===== src/ksv_pkg.sv =====
// shared types and constants of the knn shapley recursion unit
// used by every file in src but ksv_ram; no dependencies of its own
package ksv_pkg;

	// field widths fixed by the item and result formats
	localparam int IDX_W = 10;
	localparam int LAB_W = 8;
	localparam int CFG_W = 11;
	localparam int VAL_W = 18;
	localparam int FRAC_BITS = 16;

	// divider operand widths: den = r * k, num = (m << 16) + den / 2
	localparam int DEN_W = 2 * CFG_W;
	localparam int NUM_W = CFG_W + FRAC_BITS + 1;
	localparam int QUO_W = FRAC_BITS + 1;

	// default sizes for the top level parameters
	localparam int MAX_TRAIN_DEF = 1024;
	localparam int LABEL_BITS_DEF = 8;

	// depth of the job queue between front and back
	localparam int QUEUE_DEPTH = 2;

	// config register reset values
	localparam logic [CFG_W-1:0] K_NEIGHBORS_RST = 11'd1;
	localparam logic [CFG_W-1:0] TRAIN_COUNT_RST = 11'd1024;

	// saturation bounds of the q2.16 value, at one bit of headroom
	localparam logic signed [VAL_W:0] SUM_MAX = 19'sd131071;
	localparam logic signed [VAL_W:0] SUM_MIN = -19'sd131072;

	// apb register select (address bit 2)
	typedef enum logic {
		REG_K_NEIGHBORS = 1'b0,
		REG_TRAIN_COUNT = 1'b1
	} reg_sel_t;

	// item kinds
	typedef enum logic {
		ACTION_LOAD     = 1'b0,
		ACTION_NEIGHBOR = 1'b1
	} action_t;

	// change of the match bit against the previous neighbour
	typedef enum logic [1:0] {
		DELTA_HOLD = 2'd0,
		DELTA_UP   = 2'd1,
		DELTA_DOWN = 2'd2
	} delta_t;

	// back end sequencer
	typedef enum logic [1:0] {
		BACK_IDLE = 2'd0,
		BACK_DIV  = 2'd1,
		BACK_HOLD = 2'd2
	} back_state_t;

	// one classified neighbour, handed from front to back
	typedef struct packed {
		logic [IDX_W-1:0] idx;
		logic             first;
		logic             done;
		logic             match;
		delta_t           delta;
		logic [CFG_W-1:0] m;
		logic [DEN_W-1:0] den;
	} job_t;

	// request to the serial divider
	typedef struct packed {
		logic             start;
		logic [NUM_W-1:0] num;
		logic [DEN_W-1:0] den;
	} div_req_t;

endpackage


===== src/ksv_queue.sv =====
// short job queue between front and back
// depends on ksv_pkg for the job type
module ksv_queue #(
	parameter int DEPTH = ksv_pkg::QUEUE_DEPTH
) (
	input  logic          clk,
	input  logic          arst_n,
	input  logic          push,
	input  ksv_pkg::job_t push_job,
	output logic          full,
	input  logic          pop,
	output ksv_pkg::job_t pop_job,
	output logic          empty
);

	localparam int PW = (DEPTH > 1) ? $clog2(DEPTH) : 1;
	localparam int NW = $clog2(DEPTH + 1);

	ksv_pkg::job_t  entry_q [DEPTH];
	logic [PW-1:0]  wr_ptr_q;
	logic [PW-1:0]  rd_ptr_q;
	logic [NW-1:0]  count_q;

	assign full = (count_q == NW'(DEPTH));
	assign empty = (count_q == '0);
	assign pop_job = entry_q[rd_ptr_q];

	// pointers and fill count
	always_ff @(posedge clk or negedge arst_n) begin
		if (!arst_n) begin
			wr_ptr_q <= '0;
			rd_ptr_q <= '0;
			count_q <= '0;
		end else begin
			if (push) begin
				wr_ptr_q <= (wr_ptr_q == PW'(DEPTH - 1)) ? '0 : (wr_ptr_q + PW'(1));
			end
			if (pop) begin
				rd_ptr_q <= (rd_ptr_q == PW'(DEPTH - 1)) ? '0 : (rd_ptr_q + PW'(1));
			end
			if (push && !pop) begin
				count_q <= count_q + NW'(1);
			end else if (pop && !push) begin
				count_q <= count_q - NW'(1);
			end
		end
	end

	// entry storage
	always_ff @(posedge clk) begin
		if (push) begin
			entry_q[wr_ptr_q] <= push_job;
		end
	end

endmodule


===== config.mk =====
export PLATFORM = sky130hd
export DESIGN_NAME = ksv_queue
export DESIGN_NICKNAME = d
export VERILOG_FILES = /design/src/ksv_pkg.sv /design/src/ksv_queue.sv
export SDC_FILE = /design/constraint.sdc
export NUM_CORES = 1
export LEC_CHECK = 0
export BUFFER_PORTS_ARGS = -buffer_cell sky130_fd_sc_hd__clkbuf_2
export CAP_MARGIN = 20
export CORE_UTILIZATION = 51
export DETAILED_ROUTE_END_ITERATION = 7
export GPL_ROUTABILITY_DRIVEN = 0
export PLACE_DENSITY = 0.82
export SYNTH_ARGS = -nofsm -noshare
export SYNTH_HDL_FRONTEND = slang
export SYNTH_SLANG_ARGS = --single-unit

===== constraint.sdc =====
create_clock -name clk -period 3.9 [get_ports clk]
set_input_delay 0.39 -clock clk [delete_from_list [all_inputs] [get_ports clk]]
set_output_delay 0.39 -clock clk [all_outputs]
set_load 0.05 [all_outputs]

# Word-level counts from Yosys, hierarchy flattened
# Memory sizes are Yosys's and may differ from the RTL's.
# Index checks and enable logic that the tools add are counted.
# word_totals
memories,1
ram_bits,96
input_bits,52
out_inout_bits,50
wordCells,21
ff_bits,4
# memory_table
name,depth,width,rd,rd_clocked_by_memory_dff,write_ports,line_no,rtl
entry_q,2,48,1,0,1,ksv_queue.sv:19,ksv_pkg::job_t entry_q [DEPTH];
# classes
n_eq_ne,1
n_mux,6
reduce_logical,6
add_sub_neg,4
# ops
op,count
1-bit 2-to-1 mux,4
2-bit 2-to-1 mux,2
"1-bit adder, second input constant",2
"2-bit by 1-bit adder with 2-bit output, second input constant",1
"2-bit == test, second input constant",1
1-bit logical AND,2
1-bit zero test,2
2-bit zero test,1
2-bit nonzero test,1
"2-bit by 1-bit subtractor with 2-bit output, second input constant",1

# Logic depth before layout (Yosys ltp)
# Gate-level depths: netlist (run 1).
# depth
ltp_word,4
depth_mapped,5
mapped_depth_nobuf,5

# Worst setup path before layout (run 1)
# No wires, ideal clock.
# synth_timing
kind,flip-flop to flip-flop
start,reg wr_ptr_q
end,"mem entry_q[0][0] (netlist bit), enable pin"
path_buffers,0
t_arrival_ns,2.544
synth_period_minus_slack_ns,3.004
required_ns,3.441
setup_ns,0.459
setup_slack_ns,0.896
stages_incl_launch_ff,2
path_cell_list,dfrtp_1 -> nor2b_1
# synth_rtl
item,line_no,rtl
from (decl),ksv_queue.sv:20,logic [PW-1:0] wr_ptr_q;
from (signal assigned),ksv_queue.sv:36,wr_ptr_q <= (wr_ptr_q == PW'(DEPTH - 1)) ? '0 : (wr_ptr_q + PW'(1));
to (decl),ksv_queue.sv:19,
# Straight into the memory's write port.

==> qor.yml, run 1 <==
status:
  status: "complete, no violations"
die:
  die_width_um: 87.1
  die-area_mm2: 0.00759
  core.rowCount: 30
  coreArea_mm2: 0.00691
  io_pins: 102
  die_y_um: 87.1
  start_util_pct: 53.5
pwr:
  p_per_area_mw_per_mm2: 834
  intPower_uw: 2240
  ir_drop_uv: 492
  p_leak_uw: 0.00179
  clockPowerShare_pct: 18.2
  p_comb_share_pct: 41.0
  p_switching_uw: 1560
  swShare_pct: 41.0
  pwr-share-seq_pct: 40.8
clocking:
  cts_tree: "built"
  root_buffer: "clkbuf_8"
  cts_buffers: 9
  cts.sinks: 100
  worstSkewPairLatency_ns: 0.34
  clk_pin_slew_ns: 0.10
  clock_path_buffers: 2
  cts_resized: 0
  htreeDepth: 3
detailed_routing:
  drtIter0Drc: 81
  vias: 1821
  ant_nets: 0
  detail_route.wl_per_cell_um: 15.3
  post_drt_via_cell_ratio: 4.82
  detail_route.wirelength_um: 5780
  firstDrtPassIters: 4
  drcViolationCount: 0
place:
  port-buffer-count: 101
  dp_slack_ns: 1.58
  dpl.cell_count: 360
  dp_hpwl_um: 3740
yosys:
  synth.net_count: 218
  synth_top_family_by_area: "multiplexers"
  synth-simple-area-share_pct: 0.711
  synth_area_leaders: "edfxtp_1 (78%), mux2_2 (12%), mux2_4 (4.1%)"
  yosysTopAreaCell: "edfxtp_1"
  synthMuxAreaShare_pct: 15.6
  synthXorXnorAreaFrac_pct: 1.18
  ys_warn_count: 0
  synth.top_cell.area_share_pct: 78.0
  yosysMostFrequentCell: "edfxtp_1"
  synth_cell_types: 14
  ys_seq_elements: 100
  synth_edf_count: 96
  synth.top_cells.by_count: "edfxtp_1 (96), mux2_2 (38), mux2_4 (10)"
  ys_seq_area_share_pct: 80.7
  postSynthCellCount: 165
  synth_ff_type: "edfxtp_1"
  avgSynthCellArea_um2: 22.4
  synth_compound_area_share_pct: 0
  synthAdderAreaFrac_pct: 0.339
  synth-async-reset-ratio_pct: 4.00
  netlist_area_mm2: 0.00370
setup_path:
  cp_max_fo: 31
  cp-end-kind: "primary output"
  path_class: "flip-flop to primary output"
  cp.required_ns: 3.51
  r2r-start: "wr_ptr_q"
  cp-startpoint: "rd_ptr_q"
  worstPathArrival_ns: 2.24
  worstSetupStartpointType: "flip-flop"
timing:
  slew_violations: 0
  fin_crit_sh_pct: 67.3
  hold_violations: 0
  slew_headroom_pct: 47.8
  fin_tns_setup_ns: 0
  fin_skew_ns: 0.00713
  min_period_ns: 2.63
  max_freq_mhz: 381
  worstMarginPinSlew_ns: 0.781
  finalWorstSetupSlack_ns: 1.27
  setup_violations: 0
  rsz0062_at_grt: "false"
global_route:
  grt_util_met2_pct: 24.6
  grtUsageMet1_pct: 20.1
  grt.total_usage_pct: 15.7
  busiest_layer: "met2"
  antenna_found_initial: 0
  grt_pass1_vias: 1795
  grt.met3_usage_pct: 5.02
  grt_pass1_wl_um: 8520
  grt_max_degree: 49
  gr-total-overflow: 0
job:
  maxCapViolCount: 0
layout:
  drive_above_1_share_pct: 60.6
  antennaDiodeCount: 0
  stdcell_count: 378
  area_delta_synth_final_pct: 23.1
  nNetsFinal: 330
worst_hold_path:
  hp-class: "primary input to flip-flop"
  worstHoldStart: "push_job[42]"
[what timing repair did]
action | 4_1_cts | 5_1_grt
hold endpoints to repair | 4 | 0
hold buffers | 1 | 0
setup buffers | 0 | 0
[layout make-up]
type                            instances  area [um2]
Fill cell                             503        2360
Timing Repair Buffer                  106         558
Clock buffer                            9         124
Multi-Input combinational cell         59         669
Sequential cell                       100        2980
Clock inverter                          7        91.3
Inverter                                1        3.75
Tap cell                               96         120
[power groups by stage]
stage | clock network, uW | logic [uW] | registers (uW)
6_report | 691 | 1560 | 1550
5_1_grt | 749 | 1630 | 1580
4_1_cts | 700 | 1560 | 1560
3_5_place_dp | 0 | 1550 | 1580
3_3_place_gp | 0 | 1540 | 1570
2_1_floorplan | 0 | 1340 | 1500
[kinds of logic after synthesis]
group | Yosys count
XOR/XNOR | 5
adder cells (fa/ha/maj) | 1
buffers and inverters | 6
flip-flops | 100
multiplexers | 48
AND/OR/NAND/NOR | 5
[worst max-delay path, stage by stage (launching register included)]
cell and delay, ns:
dfrtp_2 0.86, buf_4 0.40, mux2_2 0.38, clkbuf_2 0.24
[per-layer routing]
| metal | vias up | share of wire, % |
|---|---|---|
| li1 | 867 | - |
| met1 | 871 | 41 |
| met2 | 78 | 50 |
| met3 | 5 | 7.9 |
| met4 | 0 | 0.85 |
| met5 | - | 0 |
[flip-flops by register name, summed over array words and instances, names as in the netlist]
signal	cells
entry_q	96
count_q	2
rd_ptr_q	1
wr_ptr_q	1
[through the flow]
stage	util [%]	total power, uW	hold slack [ns]	area (um2)
after global placement	62.3	3110	0.203	4310
after floorplan	-	2840	0.0944	3700
final	65.9	3800	0.232	4550
after CTS	65.6	3820	0.218	4530
after detailed placement	62.3	3140	0.209	4310
after global routing	65.9	3950	0.208	4550
[layout by cell type (no fill, tap or decap), drive strengths merged]
cell / instances
and2: 1
buf: 4
bufinv: 2
clkbuf: 110
clkinv: 5
dfrtp: 4
dlygate4sd3: 1
edfxtp: 96
ha: 1
inv: 1
mux2: 48
nor2: 2
nor2b: 2
xnor2: 1
xor2: 4
[worst paths after layout]
kind | cells after the start | slack, ns | endpoint
max | 3 | 1.27 | pop_job[29]
min | 1 | 0.23 | entry_q[0][42]
max reg2reg | 2 | 2.15 | entry_q[0][33]
min reg2reg | 1 | 0.50 | count_q[1]
max in group asynchronous | 2 | 3.35 | rd_ptr_q
min in group asynchronous | 2 | 0.40 | wr_ptr_q
Power figures use the tool's default switching activity.
==> run 2: changes to the inputs <==
--- a/config.mk
+++ b/config.mk
@@ -5,6 +5,7 @@
 export SDC_FILE = /design/constraint.sdc
 export NUM_CORES = 1
 export LEC_CHECK = 0
+export ABC_AREA = 1
 export BUFFER_PORTS_ARGS = -buffer_cell sky130_fd_sc_hd__clkbuf_2
 export CAP_MARGIN = 20
 export CORE_UTILIZATION = 51
==> constraint.sdc (replaced) <==
create_clock -name clk -period 2.7 [get_ports clk]
set_input_delay 0.27 -clock clk [delete_from_list [all_inputs] [get_ports clk]]
set_output_delay 0.27 -clock clk [all_outputs]
set_load 0.05 [all_outputs]
==> run 2 against run 1 <==
Net effect:
- via count is 3.6% higher
- die area rose by 0.53%
- wire length down 0.92%
- core utilization is 0.18 points higher
- global-route usage shrank 0.33 points
- final area up 0.28%
- combinational power is 48% higher
- sequential cell count stayed put
- total power is 43% higher
- non-clock buffer count decreased by 1
- sequential share of layout area is 0.18 points lower
- critical path type unchanged
==> qor.yml, run 2 <==
detailed_routing:
  post_drt_via_cell_ratio: 4.89  # was 4.82
  detail_route.wl_per_cell_um: 14.8  # was 15.3 um
  ant_nets: 0  # unchanged
  drtIter0Drc: 75  # was 81
  drcViolationCount: 0  # unchanged
  firstDrtPassIters: 4  # unchanged
  detail_route.wirelength_um: 5730  # was 5780 um
  vias: 1886  # was 1821
setup_path:
  critPathMaxStageDelay_ns: 0.74  # was 0.86 ns
  cp_top_family: "flip-flops"  # unchanged
  r2r-start: "wr_ptr_q"  # unchanged
  cp_cell_sequence: "buf_12 -> mux2_2 -> clkbuf_2"  # was buf_4 -> mux2_2 -> clkbuf_2
  path_class: "flip-flop to primary output"  # unchanged
  worstPathArrival_ns: 1.98  # was 2.24 ns
  crit_slowest_cell: "dfrtp_2"  # unchanged
  r2r_slack_ns: 1.20  # was 2.15 ns
  r2r_end: "entry_q[0][44]"  # was entry_q[0][33]
  crit_buf_inv: 2  # unchanged
  ff2ff_path_depth: 2  # unchanged
  cp.required_ns: 2.43  # was 3.51 ns
  cp-end-kind: "primary output"  # unchanged
  cp_max_fo: 26  # was 31
  worstSetupStartpointType: "flip-flop"  # unchanged
timing:
  setup_violations: 0  # unchanged
  fin_skew_ns: 0.00549  # was 0.00713 ns
  worstMarginPinSlew_ns: 0.571  # was 0.781 ns
  max_freq_mhz: 444
  rsz0062_at_grt: "false"  # unchanged
  hold_violations: 0  # unchanged
  min_period_ns: 2.25
  fin_crit_sh_pct: 83.4
  fin_tns_setup_ns: 0  # unchanged
  slew_violations: 0  # unchanged
  slew_headroom_pct: 61.9  # was 47.8%
layout:
  nFillCells: 527  # was 503
  final_common_cell: "clkbuf_2"  # unchanged
  area_delta_synth_final_pct: 22.8  # was 23.1%
  stdcell_count: 386  # was 378
  multi_input_area_um2: 666  # was 669 um2
  final_cell_mix: "clkbuf_2 (101), edfxtp_1 (96), mux2_2 (38)"  # unchanged
  largestRegisters: "entry_q x96, count_q x2"  # unchanged
  drive_above_1_share_pct: 58.6  # was 60.6%
  regMostFlops: "entry_q"  # unchanged
  antennaDiodeCount: 0  # unchanged
  largest_register_ffs: 96  # unchanged
  regArea_mm2: 0.00298  # unchanged
  nNetsFinal: 338  # was 330
die:
  die-area_mm2: 0.00763  # was 0.00759 mm2
  start_util_pct: 53.8  # was 53.5%
  io_pins: 102  # unchanged
  die_y_um: 87.4  # was 87.1 um
  die_width_um: 87.4  # was 87.1 um
  coreArea_mm2: 0.00691  # unchanged
  core.rowCount: 30  # unchanged
clocking:
  worstSkewPairLatency_ns: 0.35  # was 0.34 ns
  clk_pin_slew_ns: 0.09  # was 0.10 ns
  clock_path_buffers: 2  # unchanged
  root_buffer: "clkbuf_8"  # unchanged
  cts_buffers: 9  # unchanged
  cts.sinks: 100  # unchanged
  htreeDepth: 3  # unchanged
  cts_tree: "built"  # unchanged
yosys:
  postSynthCellCount: 174  # was 165
  synth_edf_count: 96  # unchanged
  synth.top_cell.area_share_pct: 77.6  # was 78.0%
  synth.top_cells.by_count: "edfxtp_1 (96), mux2_2 (38), mux2_4 (10)"  # unchanged
  ys_warn_count: 0  # unchanged
  yosysTopAreaCell: "edfxtp_1"  # unchanged
  synth_cell_types: 15  # was 14
  synth-async-reset-ratio_pct: 4.00  # unchanged
  synth.net_count: 227  # was 218
  synth_area_leaders: "edfxtp_1 (78%), mux2_2 (12%), mux2_4 (4.0%)"  # was edfxtp_1 (78%), mux2_2 (12%), mux2_4 (4.1%)
  ys_seq_area_share_pct: 80.3  # was 80.7%
  netlist_area_mm2: 0.00372  # was 0.00370 mm2
  ys_seq_elements: 100  # unchanged
  yosysMostFrequentCell: "edfxtp_1"  # unchanged
  synth_ff_type: "edfxtp_1"  # unchanged
  avgSynthCellArea_um2: 21.4  # was 22.4 um2
worst_hold_path:
  holdPathEnd: "entry_q[0][17]"  # was entry_q[0][42]
  holdPathStages: 1  # unchanged
  hp-class: "primary input to flip-flop"  # unchanged
  worstHoldStart: "push_job[17]"  # was push_job[42]
pwr:
  ir_drop_uv: 611  # was 492 uV
  p_per_area_mw_per_mm2: 1190  # was 834 mW/mm2
  p_leak_uw: 0.00180  # was 0.00179 uW
global_route:
  grt_util_met2_pct: 26.3  # was 24.6%
  grt_pass1_wl_um: 8350  # was 8520 um
  grtUsageMet1_pct: 17.2  # was 20.1%
  antenna_found_initial: 0  # unchanged
  grt.met3_usage_pct: 5.40  # was 5.02%
  grt_pass1_vias: 1835  # was 1795
  busiest_layer: "met2"  # unchanged
  grt.total_usage_pct: 15.3  # was 15.7%
  gr-total-overflow: 0  # unchanged
  grt_max_degree: 33  # was 49
place:
  dpl.cell_count: 369  # was 360
  port-buffer-count: 101  # unchanged
  dp_hpwl_um: 3860  # was 3740 um
job:
  maxCapViolCount: 0  # unchanged
status:
  status: "complete, no violations"  # unchanged
-- run 2: worst max path at each step --
stage | from | endpoint | slack, ns | cells after the start
2_1_floorplan | wr_ptr_q | entry_q[0][0] | 0.61 | 1
6_report | rd_ptr_q | pop_job[31] | 0.45 | 3
3_5_place_dp | rd_ptr_q | pop_job[31] | 0.78 | 3
5_1_grt | rd_ptr_q | pop_job[31] | 0.34 | 3
3_3_place_gp | rd_ptr_q | pop_job[40] | 0.80 | 3
4_1_cts | rd_ptr_q | pop_job[31] | 0.39 | 3
-- run 2: report_power, final --
part	leakage (uW)	switching (uW)	total (uW)	internal, uW
clock	0.0000927	480	909	429
combinational	0.000759	1630	2310	680
sequential	0.000947	154	2210	2060
total	0.00180	2260	5430	3170
-- run 2: repair_timing --
action / 4_1_cts / 5_1_grt
gates resized for setup: 0 / 0
hold buffers: 1 / 0
endpoints found under the hold margin: 4 / 0
setup buffers: 0 / 0
-- run 2: logic make-up (layout without fill, tap and decap cells) --
kind of cell	Yosys count	count (layout)	synth area share [%]
muxes	48	48	15.6
and+or+nand+nor	10	10	1.11
xor gates and xnor gates	3	3	0.707
adders and majority gates	1	1	0.337
DFF	100	100	80.3
buffers and inverters	12	128	2.02
-- run 2: through the flow --
stage	total power (uW)	worst slack, ns	hold slack, ns	instance area [um2]	util (%)
after global placement	4540	0.799	0.0805	4360	63.2
after global routing	5650	0.336	0.0806	4560	66.1
after CTS	5490	0.390	0.0920	4560	66.1
after detailed placement	4580	0.782	0.0833	4360	63.2
final	5430	0.448	0.104	4560	66.1
after floorplan	4110	0.614	-0.0256	3720	-
-- run 2: final cells by class --
cell class	count	share of cell area, %
flip-flops and latches	100	65.4
clock buffers	10	2.80
clock inverters	6	1.40
multi-input cells	62	14.6
inverters	7	0.576
well taps	96	2.63
repair buffers	105	12.6
-- run 2: per-layer routing --
layer / part of all wire (%) / wire [um] / vias up
met5: 0 / 0 / -
met3: 7.2 / 410 / 12
met1: 41 / 2340 / 912
met2: 50 / 2880 / 73
li1: - / - / 889
met4: 1.7 / 100 / 0
