$ cat src/ksv_pkg.sv
// shared types and constants of the knn shapley recursion unit
// used by every file in src but ksv_ram; no dependencies of its own
package ksv_pkg;

	// field widths fixed by the item and result formats
	localparam int IDX_W = 10;
	localparam int LAB_W = 8;
	localparam int CFG_W = 11;
	localparam int VAL_W = 18;
	localparam int FRAC_BITS = 16;

	// divider operand widths: den = r * k, num = (m << 16) + den / 2
	localparam int DEN_W = 2 * CFG_W;
	localparam int NUM_W = CFG_W + FRAC_BITS + 1;
	localparam int QUO_W = FRAC_BITS + 1;

	// default sizes for the top level parameters
	localparam int MAX_TRAIN_DEF = 1024;
	localparam int LABEL_BITS_DEF = 8;

	// depth of the job queue between front and back
	localparam int QUEUE_DEPTH = 2;

	// config register reset values
	localparam logic [CFG_W-1:0] K_NEIGHBORS_RST = 11'd1;
	localparam logic [CFG_W-1:0] TRAIN_COUNT_RST = 11'd1024;

	// saturation bounds of the q2.16 value, at one bit of headroom
	localparam logic signed [VAL_W:0] SUM_MAX = 19'sd131071;
	localparam logic signed [VAL_W:0] SUM_MIN = -19'sd131072;

	// apb register select (address bit 2)
	typedef enum logic {
		REG_K_NEIGHBORS = 1'b0,
		REG_TRAIN_COUNT = 1'b1
	} reg_sel_t;

	// item kinds
	typedef enum logic {
		ACTION_LOAD     = 1'b0,
		ACTION_NEIGHBOR = 1'b1
	} action_t;

	// change of the match bit against the previous neighbour
	typedef enum logic [1:0] {
		DELTA_HOLD = 2'd0,
		DELTA_UP   = 2'd1,
		DELTA_DOWN = 2'd2
	} delta_t;

	// back end sequencer
	typedef enum logic [1:0] {
		BACK_IDLE = 2'd0,
		BACK_DIV  = 2'd1,
		BACK_HOLD = 2'd2
	} back_state_t;

	// one classified neighbour, handed from front to back
	typedef struct packed {
		logic [IDX_W-1:0] idx;
		logic             first;
		logic             done;
		logic             match;
		delta_t           delta;
		logic [CFG_W-1:0] m;
		logic [DEN_W-1:0] den;
	} job_t;

	// request to the serial divider
	typedef struct packed {
		logic             start;
		logic [NUM_W-1:0] num;
		logic [DEN_W-1:0] den;
	} div_req_t;

endpackage

$ cat src/ksv_divider.sv
// restoring serial divider, one quotient bit per cycle
// depends on ksv_pkg for operand widths and the request type
module ksv_divider (
	input  logic                        clk,
	input  logic                        arst_n,
	input  ksv_pkg::div_req_t           req,
	output logic                        busy,
	output logic [ksv_pkg::QUO_W-1:0]   quotient
);

	localparam int DW = ksv_pkg::DEN_W;
	localparam int QW = ksv_pkg::QUO_W;
	localparam int NW = ksv_pkg::NUM_W;
	localparam int CNTW = $clog2(QW + 1);

	logic [CNTW-1:0] cnt_q;
	logic [DW-1:0]   rem_q;
	logic [DW-1:0]   den_q;
	logic [QW-1:0]   quo_q;
	logic [DW:0]     trial;
	logic            fits;

	assign busy = (cnt_q != '0);
	assign quotient = quo_q;

	// one trial subtraction
	always_comb begin
		trial = {rem_q, quo_q[QW-1]};
		fits = (trial >= {1'b0, den_q});
	end

	// step counter
	always_ff @(posedge clk or negedge arst_n) begin
		if (!arst_n) begin
			cnt_q <= '0;
		end else if (req.start) begin
			cnt_q <= CNTW'(QW);
		end else if (busy) begin
			cnt_q <= cnt_q - CNTW'(1);
		end
	end

	// remainder and quotient shift register; the top bits seed the remainder
	always_ff @(posedge clk) begin
		if (req.start) begin
			rem_q <= DW'(req.num[NW-1:QW]);
			quo_q <= req.num[QW-1:0];
			den_q <= req.den;
		end else if (busy) begin
			rem_q <= fits ? DW'(trial - {1'b0, den_q}) : trial[DW-1:0];
			quo_q <= {quo_q[QW-2:0], fits};
		end
	end

endmodule

$ cat config.mk
export PLATFORM = sky130hd
export DESIGN_NAME = ksv_divider
export DESIGN_NICKNAME = d
export VERILOG_FILES = /design/src/ksv_pkg.sv /design/src/ksv_divider.sv
export SDC_FILE = /design/constraint.sdc
export NUM_CORES = 1
export LEC_CHECK = 0
export ABC_AREA = 0
export ABC_CLOCK_PERIOD_IN_PS = 5500
export BUFFER_PORTS_ARGS = -buffer_cell sky130_fd_sc_hd__buf_4
export CELL_PAD_IN_SITES_DETAIL_PLACEMENT = 1
export CELL_PAD_IN_SITES_GLOBAL_PLACEMENT = 1
export CORE_MARGIN = 2
export CORE_UTILIZATION = 47
export DETAILED_ROUTE_END_ITERATION = 10
export MAX_ROUTING_LAYER = met4
export PLACE_DENSITY_LB_ADDON = 0.3
export SYNTH_ARGS = -nofsm -noshare
export SYNTH_HDL_FRONTEND = slang
export SYNTH_SLANG_ARGS = --single-unit
$ cat constraint.sdc
create_clock -name clk -period 5.5 [get_ports clk]
set_input_delay 1.1 -clock clk [delete_from_list [all_inputs] [get_ports clk]]
set_output_delay 1.1 -clock clk [all_outputs]
set_load 0.05 [all_outputs]
; Word level (Yosys, flattened, before mapping)
; Index checks and enable logic that the tools add are counted.
[word_totals]
reg_bits = 66
in_bits = 53
out_inout_bits = 18
wordCells = 17
[classes]
n_addsub = 2
magnitude_cmp = 1
mux = 7
n_reduce_logical = 2
[op_table]
columns = op, count
row1 = 2-to-1 mux 17 bit, 2
row2 = >= comparator 23 x 22 -> 1 bit, 1
row3 = 2-to-1 mux 11 bit, 2
row4 = 2-to-1 mux 22 bit, 1
row5 = subtractor 22 bit, 1
row6 = 2-to-1 mux 5 bit, 2
row7 = nonzero test 5 bit, 1
row8 = subtractor 5 x 1 -> 5 bit (second input constant), 1
row9 = nonzero test 2 bit, 1

; Logic depth before layout (Yosys ltp)
; Gate-level depths: netlist (run 1).
[logic_depth]
ltp_word = 4
depth_mapped = 12

; Worst setup path after synthesis (run 1)
; Ideal clock, no wire load.
[synth_path]
path_kind = register to register
start = register quo_q[16] (netlist: quotient[16])
end = register rem_q[20]
setup_time_ns = 0.080
t_arrival_ns = 2.752
t_required_ns = 5.420
setup_slack_ns = 2.669
path_stages_with_launch = 11
synth_period_minus_slack_ns = 2.831
path_cell_list = edfxtp_1 > inv_1 > ha_1 > inv_1 > fa_1 > a211oi_1 > nor2_1 > o311ai_0 > a311oi_1 > or4_4 > a211oi_2
[synth_between]
elab_chain_len = 2
[synth_rtl]
columns = item, line
row1 = "start, declared", ksv_divider.sv:19  ; logic [QW-1:0] quo_q;
row2 = "start signal, assigned", ksv_divider.sv:47  ; quo_q <= req.num[QW-1:0];
row3 = "start signal, assigned", ksv_divider.sv:51  ; quo_q <= {quo_q[QW-2:0], fits};
row4 = subtractor 22 bit / >= comparator 23 x 22 -> 1 bit (equally long branches), "ksv_divider.sv:50, ksv_divider.sv:29"
row5 = 2-to-1 mux 22 bit *, ksv_divider.sv:50  ; rem_q <= fits ? DW'(trial - {1'b0, den_q}) : trial[DW-1:0];
row6 = "end signal, assigned", ksv_divider.sv:46  ; rem_q <= DW'(req.num[NW-1:QW]);
row7 = "end signal, assigned", ksv_divider.sv:50
row8 = "end, declared", ksv_divider.sv:17  ; logic [DW-1:0] rem_q;
; Mark *: on every way between the ends. The rest lies on a longest branch, timed or not.
; A chain may end at the register's enable or synchronous reset.

; Final worst setup path (run 1)
; Same ends and word-level chain as after synthesis.

==> impl_summary.md, run 1 <==
Status
The run finished with clean final reports.

Logic synthesis
The number of enable-type register cells in the synthesized netlist is 50. In this run the mean area of a mapped cell was 10.6 um2. When the netlist entered floorplanning its net count stood at approximately 460. Yosys printed 0 warnings.

The flip-flop cell with the highest count after synthesis is edfxtp_1. After synthesis, flip-flops and latches occupy between 40% and 50% of the total area. The number of distinct library cell variants in the gate-level netlist after synthesis is 61. The number of flip-flops and latches in the synthesized netlist is 66. Synthesis handed over a netlist of around 380 instances. The cell area after synthesis is just under 4000 um2. After synthesis, the share of flip-flops with an asynchronous set or reset is approximately 7.6%.

Critical path
STA classifies the critical path startpoint as a flip-flop. The worst setup path is captured at a flip-flop. The arrival time reported for the critical path endpoint is 3.35 ns.

STA puts the critical path data required time at 5.77 ns. The type of the setup path with the least slack is reg2reg. Along the worst path, the maximum fanout reaches 3.

Cells and area
The final instance area is around 4800 um2. The post-route netlist has between 20% and 30% of its cells at a drive strength greater than 1. The finished layout holds about 550 standard cells, fillers aside. After the last flow step, the layout net total stands at about 520. The number of antenna diodes in the final layout is 0.

Cells fill approximately 58% of the core in the end. The synthesis-to-layout area growth is 19.7%.

Place
The HPWL after detailed placement is between 7000 and 8000 um. Counting tap cells, the placed design contains a total of ~540 instances. In this run the cell area measured after placement is 4570 um2. The routability congestion estimate is about 0.85. The quantity of I/O buffers inserted on ports is 70. Prior to clock tree synthesis, the placed netlist has a worst setup slack of approximately 2.3 ns.

CTS
The deepest clock path buffer count is 2. The cell chosen for the clock root is clkbuf_8. In this run the number of H-tree levels came out at 3. The count of hold-fix buffers inserted at cts is 0.

TritonCTS built the clock tree. The CTS buffer count is 9. CTS saw 66 sinks. The number of resized instances in the post-cts repair step is 0. Clock-pin slew was measured on the worst setup and hold paths at ~0.09 ns. The worst-skew pair later-pin latency is between 0.3 and 0.4 ns. The post-CTS setup buffer count is 0.

GRT
The pin count of the biggest net entering global routing is 59. The total track usage is about a quarter. The first global-routing pass estimated between 15000 and 20000 um of wire.

The initial antenna violation count was 0. The total congestion overflow is 0. The number of global-route vias before repair is about 3300.

Pwr
The leakage component of the power is around 2.0 nW. Overall power consumption after layout is estimated at approximately 2.4 mW. The highest ir drop seen on vdd is between 0.2 and 0.3 mV. The total power per unit cell area is slightly above 500 nW/um2.

Route
The first-iteration detailed-routing DRC count is around 110. The number of DRC violations after detailed routing is 0. Summing over every cut layer, the via total after detailed routing is around 3200. The final wirelength is 9760 um.

The mean number of vias per cell is 5.73. After detailed routing, the average wire length per cell comes to between 15 and 20 um. The count of antenna-violating nets left after detailed routing is 0. The pre-antenna-repair detailed-routing pass consisted of 4 iterations.

Floorplanning
Measured along the x axis, the die boundary spans just under 100 um. The die boundary height is a little under 100 um. The die covers around 9200 um2.

In this run the count of I/O pins placed on the die edge is 71. The floorplan has 33 rows. The starting density of the core is between 40% and 50%.

The core outline area is 8220 um2.

STA
The final number of hold-violating endpoints is 0. The number of pins with negative max-slew slack in the final report is 0. For the finished layout, the period the worst path requires is 3.08 ns.

Final hold analysis gives a worst-case slack of 0.528 ns. Setup repair after global routing left no endpoint under its margin. The final worst setup slack is around 2.4 ns.

The worst slew margin relative to its limit is between 10% and 20%. The number of failing setup endpoints in the final timing report is 0. At the pin with the least slew margin, the transition time is between 1 and 1.5 ns. Static timing analysis puts the maximum clock frequency at ~320 MHz. The worst clock skew on the final layout is around 0.013 ns. The final critical path takes up 56.0% of the cycle. The final sum of negative setup slack is 0 ns.

Run
Max-cap violations in this run came to 0.

Worst hold path
The tightest min-delay check is of the in2async type.
-- where the power goes --
group	leakage, nW	switching (mW)	internal, mW
Clock	0.0847	0.207	0.210
Combinational	1.30	0.727	0.511
Sequential	0.661	0.0784	0.672
-- Yosys cell counts, types with 4 or more instances --
cell type	instances	area (um2)
a211oi_1	9	67.6
a21o_1	6	45.0
a21oi_1	29	145
a31oi_1	6	37.5
and3_1	5	31.3
buf_2	4	20.0
clkbuf_1	9	33.8
dfrtp_1	5	125
dfxtp_1	11	220
edfxtp_1	50	1500
ha_1	24	300
inv_1	32	120
mux2_2	19	214
mux2i_1	9	90.1
nand2_1	16	60.1
nand2b_1	4	25.0
nand3_1	7	35.0
nand4_1	5	31.3
nor2_1	28	105
nor3_1	12	60.1
nor4_1	6	37.5
o21ai_0	10	50.1
o21ai_1	7	35.0
o21bai_1	4	30.0
xnor2_1	14	123
-- final timing paths --
| kind | from | endpoint | slack (ns) | cells past startpoint |
|---|---|---|---|---|
| worst max-delay path | quotient[16] | rem_q[20] | 2.42 | 10 |
| worst max register to register | quotient[16] | rem_q[20] | 2.42 | 10 |
| min in group clk | rem_q[11] | rem_q[11] | 0.53 | 2 |
| worst min-delay path | arst_n | cnt_q[2] | 0.53 | 1 |
| worst min register to register | rem_q[11] | rem_q[11] | 0.53 | 2 |
| max in group asynchronous | arst_n | cnt_q[4] | 4.85 | 1 |
-- routing by layer --
layer | GRT usage [%] | part of all wire (%)
met1 | 27.6 | 43
met2 | 39.2 | 52
met3 | 3.99 | 3.2
met4 | 9.64 | 2.6
met5 | - | 0
-- flip-flops by register name, indices dropped and copies added (netlist names) --
signal    cells
den_q        22
rem_q        22
quotient     17
cnt_q         5
-- cells in the final DEF, fill, tap and decap left out, drive strengths merged, types with 11 or more instances in the layout --
master and count:
ha 24, inv 32, mux2 19, buf 71
nand2 16, a21oi 29, nor2 28, dfxtp 11
xnor2 14, o21ai 18, nor3 12, edfxtp 50
-- cell type report --
| class | count | area, um2 |
|---|---|---|
| Fill cell | 914 | 3450 |
| Multi-Input combinational cell | 262 | 1930 |
| Sequential cell | 66 | 1850 |
| Timing Repair Buffer | 71 | 533 |
| Tap cell | 105 | 131 |
| Clock buffer | 10 | 128 |
| Inverter | 33 | 124 |
| Clock inverter | 6 | 68.8 |
-- kinds of logic (layout without fill, tap and decap cells) --
family | after synthesis | count (layout) | synth area share [%]
adder cells (fa/ha/maj) | 25 | 25 | 8.05
buffers and inverters | 49 | 120 | 5.03
multiplexers | 28 | 28 | 7.64
flip-flops | 66 | 66 | 46.4
AO/OA/AOI/OAI | 100 | 100 | 17.7
XOR/XNOR | 17 | 17 | 3.74
AND/OR/NAND/NOR | 92 | 92 | 11.4
-- worst max-delay path, stage by stage, from the launching register on --
cell and delay (ns):
edfxtp_1 0.42, inv_1 0.08, ha_1 0.16, inv_1 0.06, fa_1 0.43, a211oi_1 0.27, nor2_1 0.13, o311ai_0 0.60
a311oi_1 0.19, or4_4 0.46, a211oi_2 0.19
Power figures use the tool's default switching activity.
==> run 2, diff against run 1 <==
--- a/config.mk
+++ b/config.mk
@@ -6,12 +6,12 @@
 export NUM_CORES = 1
 export LEC_CHECK = 0
 export ABC_AREA = 0
-export ABC_CLOCK_PERIOD_IN_PS = 5500
+export ABC_CLOCK_PERIOD_IN_PS = 3000
 export BUFFER_PORTS_ARGS = -buffer_cell sky130_fd_sc_hd__buf_4
 export CELL_PAD_IN_SITES_DETAIL_PLACEMENT = 1
 export CELL_PAD_IN_SITES_GLOBAL_PLACEMENT = 1
 export CORE_MARGIN = 2
-export CORE_UTILIZATION = 47
+export CORE_UTILIZATION = 44
 export DETAILED_ROUTE_END_ITERATION = 10
 export MAX_ROUTING_LAYER = met4
 export PLACE_DENSITY_LB_ADDON = 0.3
==> constraint.sdc (replaced) <==
create_clock -name clk -period 3 [get_ports clk]
set_input_delay 0.6 -clock clk [delete_from_list [all_inputs] [get_ports clk]]
set_output_delay 0.6 -clock clk [all_outputs]
set_load 0.05 [all_outputs]
==> impl_summary.md, run 2 (same netlist as run 1, synthesis figures left out) <==
CTS
In this run, post-CTS hold repair placed 0 buffers. The CTS buffer count is 9. In this run the post-CTS setup repair buffer count came out at 0.

The CTS tree is done. The count of H-tree levels built during CTS is 3. The clock-pin transition on the worst setup and hold timing paths is ~0.080 ns. CTS placed an instance of clkbuf_8 at the clock tree root. Counting along the longest clock path gives a buffer depth of 2.

The worst-skew pair later-pin latency is 0.35 ns. The total clock sinks is 66.

Floorplanning
For this configuration, the core starts out at a cell density of 45.4%. The die area is slightly below 10000 um2. After floorplanning, the core was divided into 34 placement rows. The width of the chip is 99.1 um.

The die is a little under 100 um tall. The core outline area is 8760 um2. In this run the count of I/O pins placed on the die edge is 71.

Cells and area
At the end of the flow, the number of nets in the layout was approximately 530. The fraction of the core area covered by cells at the end of the flow is ~55%. The repair_antennas step left the layout with diodes totalling 0. The multi-input combinational cells in the finished layout cover a total of 1950 um2. The area growth from synthesis to layout is 20.6%. After the flow finishes, the layout carries non-filler instances totaling around 560. The top cell types in the final layout, fill and taps aside, are 75 x buf_4, 50 x edfxtp_1, 31 x inv_1.

The share of post-route cells with drive strength above 1 is 26.9%. The sequential cell area is roughly 1800 um2. The most common library cell in the layout ignoring fill and taps is buf_4. Counting the fill cells in the layout gives slightly below 1000.

Critical path
The critical path is of the reg2reg type. On the critical path, the stage with the largest delay is an instance of or4_4. The biggest cell delay along the critical path is approximately 0.57 ns. Traced cell by cell, the critical path runs through ha_1 -> o21ai_1 -> nor3_1 -> o31a_1 -> o21ai_2 -> and2_2 -> or4_4 -> a211oi_2.

The required arrival time at the worst endpoint is 3.27 ns. The type of destination of the critical path is a flip-flop. In this run the worst path has a maximum fanout of 14. The arrival time reported for the critical path endpoint is about 3.1 ns. STA classifies the critical path startpoint as a flip-flop. The buffering stage count on the worst path with inverters included is 0. On the critical path the largest part of the delay comes from simple AND/OR/NAND/NOR gates.

STA
The worst slew margin relative to its limit is approximately 55%. Across the routed clock network, the largest skew measured is 0.0121 ns. The final number of hold-violating endpoints is 0. The number of pins with negative max-slew slack in the final report is 0. The post-layout minimum cycle time is 2.86 ns. The measured slew at the worst slew-check pin is roughly 0.66 ns.

The maximum clock rate is 350 MHz. The worst path meets setup with about 0.14 ns of slack. The share of the clock period used by the worst path is between 90% and 100%. The number of failing setup endpoints in the final timing report is 0.

GRT
The number of global-route vias before repair is about 3500. The total track usage is about 22%. The initial antenna violation count is 0. After global routing the overflow that remains totals 0. The first-pass GRT wire length is 16600 um. The pin count of the biggest net entering global routing is between 40 and 50.

Worst hold path
The worst hold path belongs to the class in2async.

Pwr
The clock network accounts for around 16% of the total power. The highest ir drop seen on vdd is around 0.34 mV. In this run the static leakage power is approximately 2.1 nW. Net switching is a little over two fifths of the power. The cell-internal power is 2.49 mW. The share of total power dissipated in combinational logic is between 50 and 60%. The total power per unit cell area is 911 nW/um2. The net switching power figure is between 1.5 and 2 mW.

The share of total power dissipated in sequential elements is a little under a third.

Place
The routability congestion estimate is 0.868. Detailed placement ended at an HPWL of ~7400 um. The pre-CTS setup slack is between 0.05 and 0.06 ns.

Once placement completed, the tool counted placed cells totaling roughly 540. The quantity of I/O buffers inserted on ports is 70.

Route
The first-iteration detailed-routing DRC count is 110. The routed design uses roughly 280 um of met3 wire. The detail route stage leaves a number of antenna-violating nets equal to 0. The final wirelength is approximately 9900 um. The number of DRC violations after detailed routing is 0. The routed via count is about 3200. The wire length on met1 is about 4200 um. In the routed layout, each cell is associated on average with a via count of 5.65. The met2 routed wirelength is between 5000 and 6000 um. The length of the first detailed-routing pass in iterations is 4.

The average routed wire per standard cell is 17.7 um. After detailed routing, no signal wire sits above met4.

Status
The flow ran to the end, and the final reports show no timing, DRC or antenna violations.

Run
Across the run, the number of max-cap violations was 0.
-- run 2: worst register-to-register path, stage by stage (launching register included) --
cell      delay (ns)
edfxtp_1        0.44
ha_1            0.43
o21ai_1         0.15
nor3_1          0.19
o31a_1          0.30
o21ai_2         0.17
and2_2          0.35
or4_4           0.57
a211oi_2        0.19
-- run 2: power by group through the flow --
stage / combinational, mW / sequential (mW) / clock, mW
after floorplan: 1.64 / 1.48 / 0
after global placement: 2.18 / 1.38 / 0
after detailed placement: 2.26 / 1.40 / 0
after CTS: 2.28 / 1.38 / 0.698
after global routing: 2.56 / 1.41 / 0.735
final: 2.31 / 1.38 / 0.679
-- run 2: path summary, 6_finish.rpt --
path	startpoint	to	slack, ns	depth (start not counted)
max	rem_q[6]	rem_q[20]	0.14	8
min	arst_n	cnt_q[3]	0.03	1
max reg2reg	rem_q[6]	rem_q[20]	0.14	8
max in group asynchronous	arst_n	cnt_q[2]	2.86	1
min in group clk	req[6]	den_q[6]	0.42	1
min reg2reg	rem_q[13]	rem_q[13]	0.53	2
-- run 2: repair_timing --
item | in CTS | in global routing
endpoints found under the hold margin | 0 | 0
setup endpoints to repair | 0 | 9
resized for setup | 0 | 4
-- run 2: cell type report --
type	count	area share, %
repair buffers	75	11.7
flip-flops and latches	66	38.5
inverters	33	2.58
clock buffers	9	2.58
clock inverters	7	1.07
multi-input cells	263	40.7
well taps	108	2.82
-- run 2: stage by stage --
step / power [mW] / TNS [ns] / cell area, um2 / hold WS [ns]
finish: 4.37 / 0 / 4800 / 0.0338
global route: 4.70 / -0.00670 / 4800 / 0.0149
CTS: 4.36 / 0 / 4780 / 0.0248
detailed placement: 3.66 / 0 / 4600 / 0.403
global placement: 3.57 / 0 / 4600 / 0.403
floorplan: 3.12 / 0 / 3980 / 0.304
-- run 2: per-layer routing --
| layer | track usage (%) | vias up |
|---|---|---|
| met5 | - | - |
| met4 | 5.16 | 0 |
| met3 | 5.06 | 7 |
| met2 | 39.4 | 48 |
| met1 | 25.0 | 1566 |
| li1 | - | 1551 |
